File: config.mk
export PLATFORM = sky130hd
export DESIGN_NAME = knn_classifier_top
export DESIGN_NICKNAME = d
export VERILOG_FILES = /design/src/design/knn_pkg.sv /design/src/design/knn_isqrt.sv /design/src/design/knn_classifier_top.sv
export VERILOG_INCLUDE_DIRS = /design/src /design/src/design
export SDC_FILE = /design/constraint.sdc
export NUM_CORES = 2
export LEC_CHECK = 0
export BUFFER_PORTS_ARGS = -buffer_cell sky130_fd_sc_hd__buf_2
export CORE_UTILIZATION = 45
export CTS_CLUSTER_SIZE = 24
export DETAILED_ROUTE_END_ITERATION = 12
export MAX_ROUTING_LAYER = met4
export PLACE_DENSITY = 0.58
export SYNTH_ARGS = -nofsm -noshare
export SYNTH_HDL_FRONTEND = slang
export SYNTH_SLANG_ARGS = --single-unit
File: constraint.sdc
create_clock -name clk_i -period 11.55 [get_ports clk_i]
set_input_delay 0.5775 -clock clk_i [delete_from_list [all_inputs] [get_ports clk_i]]
set_output_delay 0.5775 -clock clk_i [all_outputs]
set_load 0.05 [all_outputs]
File: src/design/knn_classifier_top_assert.svh
// Assertion macros shared by the classifier RTL files.
`ifndef KNN_CLASSIFIER_TOP_ASSERT_SVH
`define KNN_CLASSIFIER_TOP_ASSERT_SVH
`ifndef NO_ASSERTIONS
// Checked at every clock edge while reset is released.
`define KNN_ASSERT(lbl, prop) \
  lbl: assert property (@(posedge clk_i) disable iff (!rst_ni) prop) \
    else $error("knn assertion failed");
// Checked at every clock edge, reset included.
`define KNN_ASSERT_ALWAYS(lbl, prop) \
  lbl: assert property (@(posedge clk_i) prop) \
    else $error("knn assertion failed");
`else
`define KNN_ASSERT(lbl, prop)
`define KNN_ASSERT_ALWAYS(lbl, prop)
`endif
`endif

File: src/design/knn_pkg.sv
// Shared types and constants of the nearest-neighbour classifier.
`default_nettype none
package knn_pkg;
  localparam int unsigned FEAT_W  = 8;
  localparam int unsigned LABEL_W = 8;
  localparam int unsigned CNT_W   = 4;
  localparam int unsigned SLOT_W  = 3;
  localparam int unsigned CFG_W   = 4;
  localparam int unsigned NUM_IN_FEAT = 7;

  localparam logic REQ_STORE = 1'b0;
  localparam logic REQ_QUERY = 1'b1;

  localparam logic CFG_K_NEIGHBOURS   = 1'b0;
  localparam logic CFG_ACTIVE_RECORDS = 1'b1;

  typedef enum logic [2:0] {
    S_IDLE,
    S_RD,
    S_ACC,
    S_SQRT,
    S_INS,
    S_VOTE,
    S_DONE
  } state_e;
endpackage
`default_nettype wire

File: src/design/knn_isqrt.sv
// Iterative integer square root, one result bit per cycle.
`default_nettype none
module knn_isqrt #(
  parameter int unsigned SUM_W = 19
) (
  input  wire logic                       clk_i,
  input  wire logic                       rst_ni,
  input  wire logic                       start_i,
  input  wire logic [SUM_W-1:0]           operand_i,
  output logic                            done_o,
  output logic [(SUM_W+1)/2-1:0]          root_o
);
  import knn_pkg::*;

  localparam int unsigned ITER   = (SUM_W + 1) / 2;
  localparam int unsigned ROOT_W = ITER;

  logic [SUM_W-1:0] v_q, v_d, res_q, res_d, bit_q, bit_d;
  logic             busy_q, busy_d, done_q, done_d;
  logic [SUM_W:0]   trial;

  assign trial = {1'b0, res_q} + {1'b0, bit_q};

  always_comb begin
    v_d    = v_q;
    res_d  = res_q;
    bit_d  = bit_q;
    busy_d = busy_q;
    done_d = 1'b0;
    if (start_i) begin
      v_d    = operand_i;
      res_d  = '0;
      bit_d  = SUM_W'(1) << (2 * (ITER - 1));
      busy_d = 1'b1;
    end else if (busy_q) begin
      if ({1'b0, v_q} >= trial) begin
        v_d   = v_q - trial[SUM_W-1:0];
        res_d = (res_q >> 1) + bit_q;
      end else begin
        res_d = res_q >> 1;
      end
      bit_d = bit_q >> 2;
      if (bit_q[0]) begin
        busy_d = 1'b0;
        done_d = 1'b1;
      end
    end
  end

  always_ff @(posedge clk_i or negedge rst_ni) begin
    if (!rst_ni) begin
      busy_q <= 1'b0;
      done_q <= 1'b0;
    end else begin
      busy_q <= busy_d;
      done_q <= done_d;
    end
  end

  always_ff @(posedge clk_i) begin
    v_q   <= v_d;
    res_q <= res_d;
    bit_q <= bit_d;
  end

  assign done_o = done_q;
  assign root_o = res_q[ROOT_W-1:0];

`include "knn_classifier_top_assert.svh"
  `KNN_ASSERT(a_bit_onehot, busy_q |-> $onehot(bit_q))
  `KNN_ASSERT(a_done_after_busy, done_q |-> $past(busy_q) && !busy_q)
  `KNN_ASSERT(a_start_when_free, start_i |-> !busy_q)
  `KNN_ASSERT_ALWAYS(a_reset_free, !rst_ni |=> !busy_q || start_i)
endmodule
`default_nettype wire

File: src/design/knn_classifier_top.sv
// Top level of the k-nearest-neighbour classifier.
// Usage:
// The input channel carries one transaction per request. A store request
// (req_type 0) writes seven features and a label into the record memory slot
// given by record_slot and produces no result. A query
// (req_type 1) compares its features with records 0 to n-1 and produces one
// result transaction with the winning class and its vote count.
// A query runs n passes, each of one memory read, squared-difference
// accumulation over the features, a run of the iterative square root unit
// and a sorted insertion, then a voting pass over the k nearest records and
// a load of the output register.
// Stores are accepted only while no query is running.
// The result sits in an output register; the next request is accepted while
// a result waits, and a finished query holds in its final state until the
// receiver has taken the previous result.
// Reset clears the control state and sets k to 2 and the active count to 6;
// the record memory is not cleared and must be written before it is queried.
`default_nettype none
module knn_classifier_top #(
  parameter int unsigned MAX_RECORDS  = 8,
  parameter int unsigned NUM_FEATURES = 7
) (
  input  wire logic                         clk_i,
  input  wire logic                         rst_ni,
  input  wire logic                         cfg_we_i,
  input  wire logic                         cfg_index_i,
  input  wire logic [knn_pkg::CFG_W-1:0]    cfg_data_i,
  input  wire logic                         in_valid_i,
  output logic                              in_stall_o,
  input  wire logic                         req_type_i,
  input  wire logic [knn_pkg::SLOT_W-1:0]   record_slot_i,
  input  wire logic [knn_pkg::FEAT_W-1:0]   feature_0_i,
  input  wire logic [knn_pkg::FEAT_W-1:0]   feature_1_i,
  input  wire logic [knn_pkg::FEAT_W-1:0]   feature_2_i,
  input  wire logic [knn_pkg::FEAT_W-1:0]   feature_3_i,
  input  wire logic [knn_pkg::FEAT_W-1:0]   feature_4_i,
  input  wire logic [knn_pkg::FEAT_W-1:0]   feature_5_i,
  input  wire logic [knn_pkg::FEAT_W-1:0]   feature_6_i,
  input  wire logic [knn_pkg::LABEL_W-1:0]  label_i,
  output logic                              out_valid_o,
  input  wire logic                         out_stall_i,
  output logic [knn_pkg::LABEL_W-1:0]       predicted_class_o,
  output logic [knn_pkg::CNT_W-1:0]         winning_votes_o
);
  import knn_pkg::*;

  localparam int unsigned AW     = $clog2(MAX_RECORDS);
  localparam int unsigned SW     = (AW + 1 > SLOT_W) ? AW + 1 : SLOT_W;
  localparam int unsigned RW     = (AW + 1 > CNT_W) ? AW + 1 : CNT_W;
  localparam int unsigned FW     = (NUM_FEATURES > 1) ? $clog2(NUM_FEATURES) : 1;
  localparam int unsigned SUM_W  = $clog2(NUM_FEATURES * 65025 + 1);
  localparam int unsigned DIST_W = (SUM_W + 1) / 2;
  localparam int unsigned MEM_W  = NUM_FEATURES * FEAT_W + LABEL_W;
  localparam int unsigned KMAX   = (MAX_RECORDS < 15) ? MAX_RECORDS : 15;
  localparam int unsigned KIW    = $clog2(KMAX);
  localparam int unsigned LCW    = $clog2(KMAX + 1);

  // Record memory: features packed low, label on top.
  logic [MEM_W-1:0] rec_mem [MAX_RECORDS];
  logic [MEM_W-1:0] rd_data_q;
  logic [MEM_W-1:0] wr_data;
  logic [AW-1:0]    rd_addr;
  logic             mem_we;
  logic [SW-1:0]    slot_ext;

  logic [FEAT_W-1:0] in_feat [NUM_IN_FEAT];
  logic [FEAT_W-1:0] q_feat_q [NUM_FEATURES];

  state_e state_q, state_d;
  logic [CNT_W-1:0] k_cfg_q, n_cfg_q;
  logic [CNT_W-1:0] n_q, k_q, n_sat, k_sat;
  logic [AW-1:0]    r_q;
  logic [FW-1:0]    f_q;
  logic [SUM_W-1:0] sum_q, sum_next;
  logic [FEAT_W-1:0] qa, rb, diff;
  logic [2*FEAT_W-1:0] sq;
  logic             in_acc;
  logic             last_feat, last_rec, last_vote;

  // Sorted list of the nearest records seen so far.
  logic [DIST_W-1:0]  dist_q [KMAX];
  logic [LABEL_W-1:0] lab_q  [KMAX];
  logic [LCW-1:0]     list_cnt_q;
  logic [KMAX-1:0]    le;
  logic [LABEL_W-1:0] rec_label;

  logic [KIW-1:0]     i_q;
  logic [KMAX-1:0]    match;
  logic [CNT_W-1:0]   votes;
  logic [CNT_W-1:0]   best_votes_q;
  logic [LABEL_W-1:0] best_class_q;
  logic [LABEL_W-1:0] out_class_q;
  logic [CNT_W-1:0]   out_votes_q;
  logic               out_valid_q;
  logic               out_load;

  logic               sqrt_start, sqrt_done;
  logic [DIST_W-1:0]  sqrt_root;

  assign in_feat[0] = feature_0_i;
  assign in_feat[1] = feature_1_i;
  assign in_feat[2] = feature_2_i;
  assign in_feat[3] = feature_3_i;
  assign in_feat[4] = feature_4_i;
  assign in_feat[5] = feature_5_i;
  assign in_feat[6] = feature_6_i;

  assign in_stall_o = (state_q != S_IDLE);
  assign in_acc     = in_valid_i && !in_stall_o;

  always_comb begin
    for (int f = 0; f < NUM_FEATURES; f++) begin
      wr_data[f*FEAT_W +: FEAT_W] = in_feat[f];
    end
    wr_data[NUM_FEATURES*FEAT_W +: LABEL_W] = label_i;
  end

  // Reads happen only while a query runs and writes only while idle, so an
  // entry is never read and written in the same cycle.
  assign slot_ext = SW'(record_slot_i);
  assign mem_we   = in_acc && (req_type_i == REQ_STORE) && (slot_ext < SW'(MAX_RECORDS));
  assign rd_addr  = r_q;

  always_ff @(posedge clk_i) begin
    if (mem_we) begin
      rec_mem[slot_ext[AW-1:0]] <= wr_data;
    end
    if (state_q == S_RD) begin
      rd_data_q <= rec_mem[rd_addr];
    end
  end

  // Saturated record and neighbour counts, latched at the start of a query.
  always_comb begin
    if (n_cfg_q == '0) begin
      n_sat = CNT_W'(1);
    end else if (RW'(n_cfg_q) > RW'(MAX_RECORDS)) begin
      n_sat = CNT_W'(MAX_RECORDS);
    end else begin
      n_sat = n_cfg_q;
    end
    if (k_cfg_q == '0) begin
      k_sat = CNT_W'(1);
    end else if (k_cfg_q > n_sat) begin
      k_sat = n_sat;
    end else begin
      k_sat = k_cfg_q;
    end
  end

  // One squared feature difference per cycle.
  assign qa       = q_feat_q[f_q];
  assign rb       = rd_data_q[f_q*FEAT_W +: FEAT_W];
  assign diff     = (qa > rb) ? (qa - rb) : (rb - qa);
  assign sq       = diff * diff;
  assign sum_next = sum_q + SUM_W'(sq);
  assign rec_label = rd_data_q[NUM_FEATURES*FEAT_W +: LABEL_W];

  assign last_feat  = (f_q == FW'(NUM_FEATURES - 1));
  assign last_rec   = (RW'(r_q) == RW'(n_q) - RW'(1));
  assign last_vote  = (CNT_W'(i_q) == k_q - CNT_W'(1));
  assign sqrt_start = (state_q == S_ACC) && last_feat;

  knn_isqrt #(
    .SUM_W(SUM_W)
  ) u_isqrt (
    .clk_i    (clk_i),
    .rst_ni   (rst_ni),
    .start_i  (sqrt_start),
    .operand_i(sum_next),
    .done_o   (sqrt_done),
    .root_o   (sqrt_root)
  );

  // Entries at or below the new distance stay ahead of it, which keeps
  // equal distances in record order.
  always_comb begin
    for (int j = 0; j < KMAX; j++) begin
      le[j] = (LCW'(j) < list_cnt_q) && (dist_q[j] <= sqrt_root);
    end
  end

  always_comb begin
    for (int j = 0; j < KMAX; j++) begin
      match[j] = (CNT_W'(j) < k_q) && (lab_q[j] == lab_q[i_q]);
    end
    votes = CNT_W'($countones(match));
  end

  assign out_load = (state_q == S_DONE) && (!out_valid_q || !out_stall_i);

  always_comb begin
    state_d = state_q;
    case (state_q)
      S_IDLE: begin
        if (in_acc && (req_type_i == REQ_QUERY)) begin
          state_d = S_RD;
        end
      end
      S_RD:   state_d = S_ACC;
      S_ACC: begin
        if (last_feat) begin
          state_d = S_SQRT;
        end
      end
      S_SQRT: begin
        if (sqrt_done) begin
          state_d = S_INS;
        end
      end
      S_INS:  state_d = last_rec ? S_VOTE : S_RD;
      S_VOTE: begin
        if (last_vote) begin
          state_d = S_DONE;
        end
      end
      S_DONE: begin
        if (out_load) begin
          state_d = S_IDLE;
        end
      end
      default: state_d = S_IDLE;
    endcase
  end

  always_ff @(posedge clk_i or negedge rst_ni) begin
    if (!rst_ni) begin
      state_q     <= S_IDLE;
      k_cfg_q     <= CNT_W'(2);
      n_cfg_q     <= CNT_W'(6);
      out_valid_q <= 1'b0;
      list_cnt_q  <= '0;
    end else begin
      state_q <= state_d;
      if (cfg_we_i) begin
        if (cfg_index_i == CFG_K_NEIGHBOURS) begin
          k_cfg_q <= cfg_data_i;
        end else begin
          n_cfg_q <= cfg_data_i;
        end
      end
      if (out_load) begin
        out_valid_q <= 1'b1;
      end else if (!out_stall_i) begin
        out_valid_q <= 1'b0;
      end
      if (state_q == S_IDLE) begin
        list_cnt_q <= '0;
      end else if ((state_q == S_INS) && (list_cnt_q != LCW'(KMAX))) begin
        list_cnt_q <= list_cnt_q + LCW'(1);
      end
    end
  end

  always_ff @(posedge clk_i) begin
    case (state_q)
      S_IDLE: begin
        for (int f = 0; f < NUM_FEATURES; f++) begin
          q_feat_q[f] <= in_feat[f];
        end
        n_q <= n_sat;
        k_q <= k_sat;
        r_q <= '0;
      end
      S_RD: begin
        f_q   <= '0;
        sum_q <= '0;
      end
      S_ACC: begin
        f_q   <= f_q + FW'(1);
        sum_q <= sum_next;
      end
      S_INS: begin
        for (int j = 0; j < KMAX; j++) begin
          if (!le[j]) begin
            if (j == 0) begin
              dist_q[j] <= sqrt_root;
              lab_q[j]  <= rec_label;
            end else if (le[(j == 0) ? 0 : j-1]) begin
              dist_q[j] <= sqrt_root;
              lab_q[j]  <= rec_label;
            end else begin
              dist_q[j] <= dist_q[(j == 0) ? 0 : j-1];
              lab_q[j]  <= lab_q[(j == 0) ? 0 : j-1];
            end
          end
        end
        r_q          <= r_q + AW'(1);
        i_q          <= '0;
        best_votes_q <= '0;
        best_class_q <= '0;
      end
      S_VOTE: begin
        // A later copy of a class has the same count, so only its first
        // appearance in sorted order can win.
        if (votes > best_votes_q) begin
          best_votes_q <= votes;
          best_class_q <= lab_q[i_q];
        end
        i_q <= i_q + KIW'(1);
      end
      S_DONE: begin
        if (out_load) begin
          out_class_q <= best_class_q;
          out_votes_q <= best_votes_q;
        end
      end
      default: begin
      end
    endcase
  end

  assign out_valid_o       = out_valid_q;
  assign predicted_class_o = out_class_q;
  assign winning_votes_o   = out_votes_q;

`include "knn_classifier_top_assert.svh"
  `KNN_ASSERT(a_list_bound, list_cnt_q <= LCW'(KMAX))
  `KNN_ASSERT(a_root_in_sqrt, sqrt_done |-> state_q == S_SQRT)
  `KNN_ASSERT(a_result_from_done, out_load |=> out_valid_q && state_q == S_IDLE)
  `KNN_ASSERT(a_no_write_busy, mem_we |-> state_q == S_IDLE)
endmodule
`default_nettype wire
# [Word level (Yosys, flattened, before mapping)]
# Memories as Yosys holds them, arrays and structs flattened. A register that Yosys moved wholly into a read port is not among the register bits.
# Index checks and enable logic that the tools add are counted.
# W data, S select, Z words.
[word_totals] register_bits=126 memories=4 inputBits=78 ram_bits=712 out_inout_bits=14 word_cells=270
[memory_table] memory="rec_mem" words=8 width=64 read_ports=1 rd_ports_with_merged_regs=1 write_ports=1 line="knn_classifier_top.sv:59" text="logic [MEM_W-1:0] rec_mem [MAX_RECORDS];"
[memory_table] memory="dist_q" words=8 width=10 read_ports=8 rd_ports_with_merged_regs=0 write_ports=8 line="knn_classifier_top.sv:81" text="logic [DIST_W-1:0] dist_q [KMAX];"
[memory_table] memory="lab_q" words=8 width=8 read_ports=9 rd_ports_with_merged_regs=1 write_ports=8 line="knn_classifier_top.sv:82" text="logic [LABEL_W-1:0] lab_q [KMAX];"
[memory_table] memory="q_feat_q" words=7 width=8 read_ports=1 rd_ports_with_merged_regs=1 write_ports=7 line="knn_classifier_top.sv:67" text="logic [FEAT_W-1:0] q_feat_q [NUM_FEATURES];"
[op_classes] n_shift=1 eq_ne=25 magnitude_cmp=30 muxes=111 n_addsub=19 mul=1 n_bitwise=16 reduce_logical=43
[op_table] operator="$le A10 B10 Y1" n=8
[op_table] operator="$mux W19" n=4
[op_table] operator="$mux W8" n=9
[op_table] operator="$mux W1" n=70
[op_table] operator="$mux W10" n=7
[op_table] operator="$eq A8 B8 Y1" n=8
[op_table] operator="$shiftx A64 B7 Y8" n=1
[op_table] operator="$pmux W19 S2" n=1
[op_table] operator="$lt A3 B4 Y1 const A" n=8
[op_table] operator="$mux W3" n=8
[op_table] operator="$mux W4" n=6
[op_table] operator="$logic_and A1 B1 Y1" n=23
[op_table] operator="$pmux W3 S7" n=1
[op_table] operator="$add A19 B19 Y20" n=1
[op_table] operator="$ge A19 B20 Y1" n=1
[op_table] operator="$add A18 B19 Y19" n=1
[op_table] operator="$add A19 B16 Y19" n=1
[op_table] operator="$sub A19 B19 Y19" n=1
[op_table] operator="$pmux W3 S2" n=3
[op_table] operator="$lt A1 B4 Y1 const A" n=4
[op_table] operator="$lt A2 B4 Y1 const A" n=4
[op_table] operator="$mul A8 B8 Y16" n=1
[op_table] operator="$pmux W8 S2" n=1
[op_table] operator="$sub A8 B8 Y8" n=2
[op_table] operator="other kinds (28)" n=72

# [Depth between registers and ports, before layout]
# An unclocked memory read counts as a cell.
[depth] depth_word=9 mapped_depth=36 ltp_nobuf=33

# [Hierarchy]
# From an unflattened synthesis, not the netlist that was laid out.
[hier_totals] hier_cells=2815 hier_area_um2=43980.9
[by_module_without_submodules] mod="knn_classifier_top" seq_area_each_um2=25628.3 instances=1 cells_each=2290 area_per_inst_um2=39585.5
[by_module_without_submodules] mod="knn_isqrt" seq_area_each_um2=1201.2 instances=1 cells_each=525 area_per_inst_um2=4395.5

# [Worst setup path before layout]
# OpenSTA, ideal clock, no wires.
[synth_timing] kind="reg-to-reg" startpoint="register f_q[0]" endpoint="register u_isqrt.v_q[18] (data pin)" required_ns=11.282 period_less_slack_ns=8.168 setup_slack_ns=3.382 setup_time_ns=0.268 n_path_buf=4 path_stages_with_launch=29 t_arrival_ns=7.900 cell_sequence="edfxtp_1 > clkbuf_1 > buf_2 > mux4_2 > mux2i_1 > inv_1 > ha_1 > buf_2 > a211oi_2 > nor3b_1 > o32ai_2 > buf_4 > mux2i_1 > xor2_1 > nor2_1 > fa_1 > fa_1 > fa_1 > inv_1 > fa_1 > inv_1 > ha_1 > a2111o_1 > o211a_1 > o21ai_0 > a21oi_1 > o41a_1 > xnor2_1 > mux2i_1"
[synth_between] elab_chain_cells=6 elab_cells_between_ends=10 classes_between="3 x add/sub; 1 x mul; 1 x order compare; 1 x eq/ne; 1 x shift; 2 x mux; 1 x reduce/logical"
[synth_rtl] element="from (decl)" line="knn_classifier_top.sv:73" text="logic [FW-1:0] f_q;"
[synth_rtl] element="from (signal assigned)" line="knn_classifier_top.sv:270" text="f_q <= f_q + FW'(1);"
[synth_rtl] element="$shiftx A64 B7 Y8" line="knn_classifier_top.sv:153" text="assign rb = rd_data_q[f_q*FEAT_W +: FEAT_W];"
[synth_rtl] element="$sub A8 B8 Y8 or $gt A8 B8 Y1 (tied branches)" line="knn_classifier_top.sv:154" text="assign diff = (qa > rb) ? (qa - rb) : (rb - qa);"
[synth_rtl] element="$mux W8" line="knn_classifier_top.sv:154"
[synth_rtl] element="$mul A8 B8 Y16" line="knn_classifier_top.sv:155" text="assign sq = diff * diff;"
[synth_rtl] element="$add A19 B16 Y19" line="knn_classifier_top.sv:156" text="assign sum_next = sum_q + SUM_W'(sq);"
[synth_rtl] element="$mux W19 (*)" line="knn_isqrt.sv:30" text="if (start_i) begin"
[synth_rtl] element="named net u_isqrt.v_d[18]" line="knn_isqrt.sv:18" text="logic [SUM_W-1:0] v_q, v_d, res_q, res_d, bit_q, bit_d;"
[synth_rtl] element="to (signal assigned)" line="knn_isqrt.sv:61" text="v_q <= v_d;"
[synth_rtl] element="to (decl)" line="knn_isqrt.sv:18"
# The timed path passes the listed nets; every way through them passes the cells marked *.
# A chain may end at the register's enable or synchronous reset.

# [Worst setup path in the final report]
# Ends and elaborated chain as after synthesis.

==> flow_metrics.tcl <==
set metrics [dict create \
    firstDrtPassIters 5 \
    coreArea_mm2 0.0952 \
    pwr-share-comb_pct 1.0 \
    setup_violations 0 \
    io_buffers 91 \
    drtIter0Drc 1970 \
    place_congestion 0.859 \
    power.share.sequential_pct 53.0 \
    period_share_pct 78.8 \
    critPathMaxFanout 20 \
    postRouteAntennaNets 0 \
    netlist_top_cells_count "edfxtp_1 (855), ha_1 (197), mux2_2 (188), mux4_2 (166), inv_1 (156)" \
    yosys_warnings 0 \
    cts_max_level 3 \
    synth_top_family_by_area "multiplexers" \
    antenna_found_initial 16 \
    syn_avg_cell_area_um2 15.8 \
    max-slew-margin-rel_pct 17.6 \
    synth-adder-area-share_pct 7.82 \
    worst_pin_slew_ns 1.24 \
    power.internal_w 0.00540 \
    cts_tree "built" \
    ys_ff_latch 908 \
    syn-num-nets 3058 \
    cp.required_ns 11.94 \
    area_delta_synth_final_pct 12.0 \
    clkTransAtPathRegs_ns 0.06 \
    async_flop_share_pct 1.98 \
    status "complete, no violations" \
    via_per_inst 5.61 \
    p_sw_w 0.00138 \
    die_y_um 312 \
    synth_xor_area_share_pct 2.89 \
    hold_viol 0 \
    num-fill-cells 7893 \
    synth_edf_count 855 \
    synth_top_area_share_pct 59.3 \
    ys_seq_area_share_pct 61.9 \
    root_buffer "clkbuf_16" \
    pin_count 92 \
    cts.path.max_buffers 3 \
    drt-wirelength-per-cell_um 24.5 \
    fin_skew_ns 0.0412 \
    synth-compound-area-share_pct 4.83 \
    holdCritPathClass "in -> reg" \
    fin_hold_ws_ns 0.151 \
    seq_area_mm2 0.0268 \
    chipWidth_um 312 \
    dp_hpwl_um 67600 \
    synth_area_leaders "edfxtp_1 (59%), mux4_2 (8.6%), ha_1 (5.7%), mux2_2 (4.9%), fa_1 (2.1%)" \
    clk_latency_ns 0.68 \
    maxSlewViolCount 0 \
    yosysTopAreaCell "edfxtp_1" \
    cts.sinks 908 \
    cts_buffers 97 \
    layout_min_cycle_time_ns 9.10 \
    max_cap_violations 0 \
    start_util_pct 45.5 \
    crit_type "reg -> reg" \
    grt_max_degree 131 \
    ir_worst_vdd_mv 0.131 \
    max_freq_mhz 110 \
    critPathArrivalTime_ns 9.49 \
    synth_area_mm2 0.0433 \
    rrSetupSlack_ns 2.45 \
    fin_nets 3180 \
    end_kind "flip-flop" \
    drt_wl_total_um 103000 \
    synth.distinct_cells 82 \
    pwr-share-clk_pct 46.0 \
    grt_pass1_wl_um 156000 \
    synth_flop_cell "edfxtp_1" \
    ctsResizeCount 0 \
    syn_inst 2737 \
    synth_most_common_cell "edfxtp_1" \
    fp-row-count 113 \
    powerDensity_mw_per_mm2 140 \
    grt.total_usage_pct 22.0 \
    fin_tns_setup_ns 0 \
    die_area_mm2 0.0975 \
    synthMuxAreaShare_pct 15.2 \
    drive_gt1_share_pct 23.3 \
    utilization_pct 51.0 \
    p_leak_nw 17.1 \
    power.total_w 0.00678 \
    netSwitchingFraction_pct 20.4 \
    grt_pass1_vias 24700 \
    rsz0062_at_grt "false" \
    grt-ovfl-total 0 \
    fin_cells 4219 \
    via_count 23700 \
    placed_cells 4024 \
    synth-simple-area-share_pct 4.93 \
    critPathLaunchType "flip-flop" \
    route.detailed.drc 0 \
    multiInputGateArea_mm2 0.0155 \
]
cell families after synthesis:
group,Yosys count
buf+inv,260
simple gates,453
mux,412
flops,908
compound gates,320
xor+xnor,141
fa+ha+maj,243
per-stage QoR:
step                      area [um2]  setup WS (ns)
after floorplan                43300           3.38
after global placement         45300           2.49
after detailed placement       45300           2.40
after CTS                      48500           2.36
after global routing           48500           1.73
final                          48500           2.45
registers in the layout (all words and copies together) (netlist names), 4 cells and up, named ones only:
| name | count |
|---|---|
| n_q | 4 |
| best_class_q | 8 |
| predicted_class_o | 8 |
| lab_q | 64 |
| n_cfg_q | 4 |
| u_isqrt.bit_q | 10 |
| best_votes_q | 4 |
| u_isqrt.res_q | 19 |
| list_cnt_q | 4 |
| rd_data_q | 64 |
| winning_votes_o | 4 |
| u_isqrt.v_q | 19 |
| rec_mem | 512 |
| q_feat_q | 56 |
| k_q | 4 |
| sum_q | 19 |
| dist_q | 80 |
| k_cfg_q | 4 |
power by group through the flow:
stage | clock (W) | sequential (W) | combinational [W]
after detailed placement | 0 | 0.00366 | 0.0000696
after global placement | 0 | 0.00366 | 0.0000653
after CTS | 0.00318 | 0.00359 | 0.0000705
after floorplan | 0 | 0.00366 | 0.0000235
after global routing | 0.00330 | 0.00359 | 0.0000791
final | 0.00312 | 0.00359 | 0.0000706
critical path: stages (launching register included):
cell	delay [ns]
edfxtp_1	1.07
mux4_2	0.62
mux2i_1	0.21
inv_1	0.07
ha_1	0.41
a211oi_2	0.22
nor3b_1	0.08
o32ai_2	0.82
mux2i_1	0.30
xor2_1	0.55
nor2_1	0.14
fa_1	0.56
fa_1	0.53
fa_1	0.54
inv_1	0.05
fa_1	0.53
inv_1	0.05
ha_1	0.34
a2111o_1	0.42
o211a_1	0.22
o21ai_0	0.27
a21oi_1	0.15
o41a_1	0.34
xnor2_1	0.20
mux2i_1	0.10
metal layers:
layer | vias up | share of wire [%] | track usage, %
met5 | - | 0 | -
met4 | 0 | 2.0 | 5.93
met1 | 12100 | 43 | 28.5
li1 | 10800 | - | -
met2 | 553 | 50 | 36.1
met3 | 133 | 4.9 | 3.55
worst paths after layout:
kind / start / end / depth (start not counted)
min: cfg_data_i[1] / k_cfg_q[1] / 2
max: f_q[0] / u_isqrt.v_q[18] / 24
max in group asynchronous: rst_ni / n_cfg_q[0] / 2
min reg2reg: best_class_q[5] / predicted_class_o[5] / 0
max reg2reg: f_q[0] / u_isqrt.v_q[18] / 24
min in group asynchronous: rst_ni / u_isqrt.busy_q / 2
repair_timing:
action | CTS | global route
hold endpoints to repair | 15 | 0
setup buffers | 0 | 0
hold buffers | 1 | 0
cells in the final DEF (no fill, tap or decap), types with 35 or more instances in the layout:
cell type    n
ha_1       197
clkbuf_16   99
edfxtp_1   855
xor2_1      57
nand2_1    119
a21oi_1     73
buf_2       91
o21ai_0     78
inv_1      155
xnor2_1     82
mux4_2     166
fa_1        46
dfxtp_1     35
nor2_1     141
mux2i_1     47
mux2_2     188
layout make-up:
type	count	area share (%)
Antenna cell	11	0.0567
Clock buffer	119	5.34
Multi-Input combinational cell	1569	32.0
Sequential cell	908	55.3
Inverter	157	1.21
Clock inverter	64	1.28
Tap cell	1265	3.26
Timing Repair Buffer	126	1.54
Note: power is estimated with default switching activity, not from simulation.
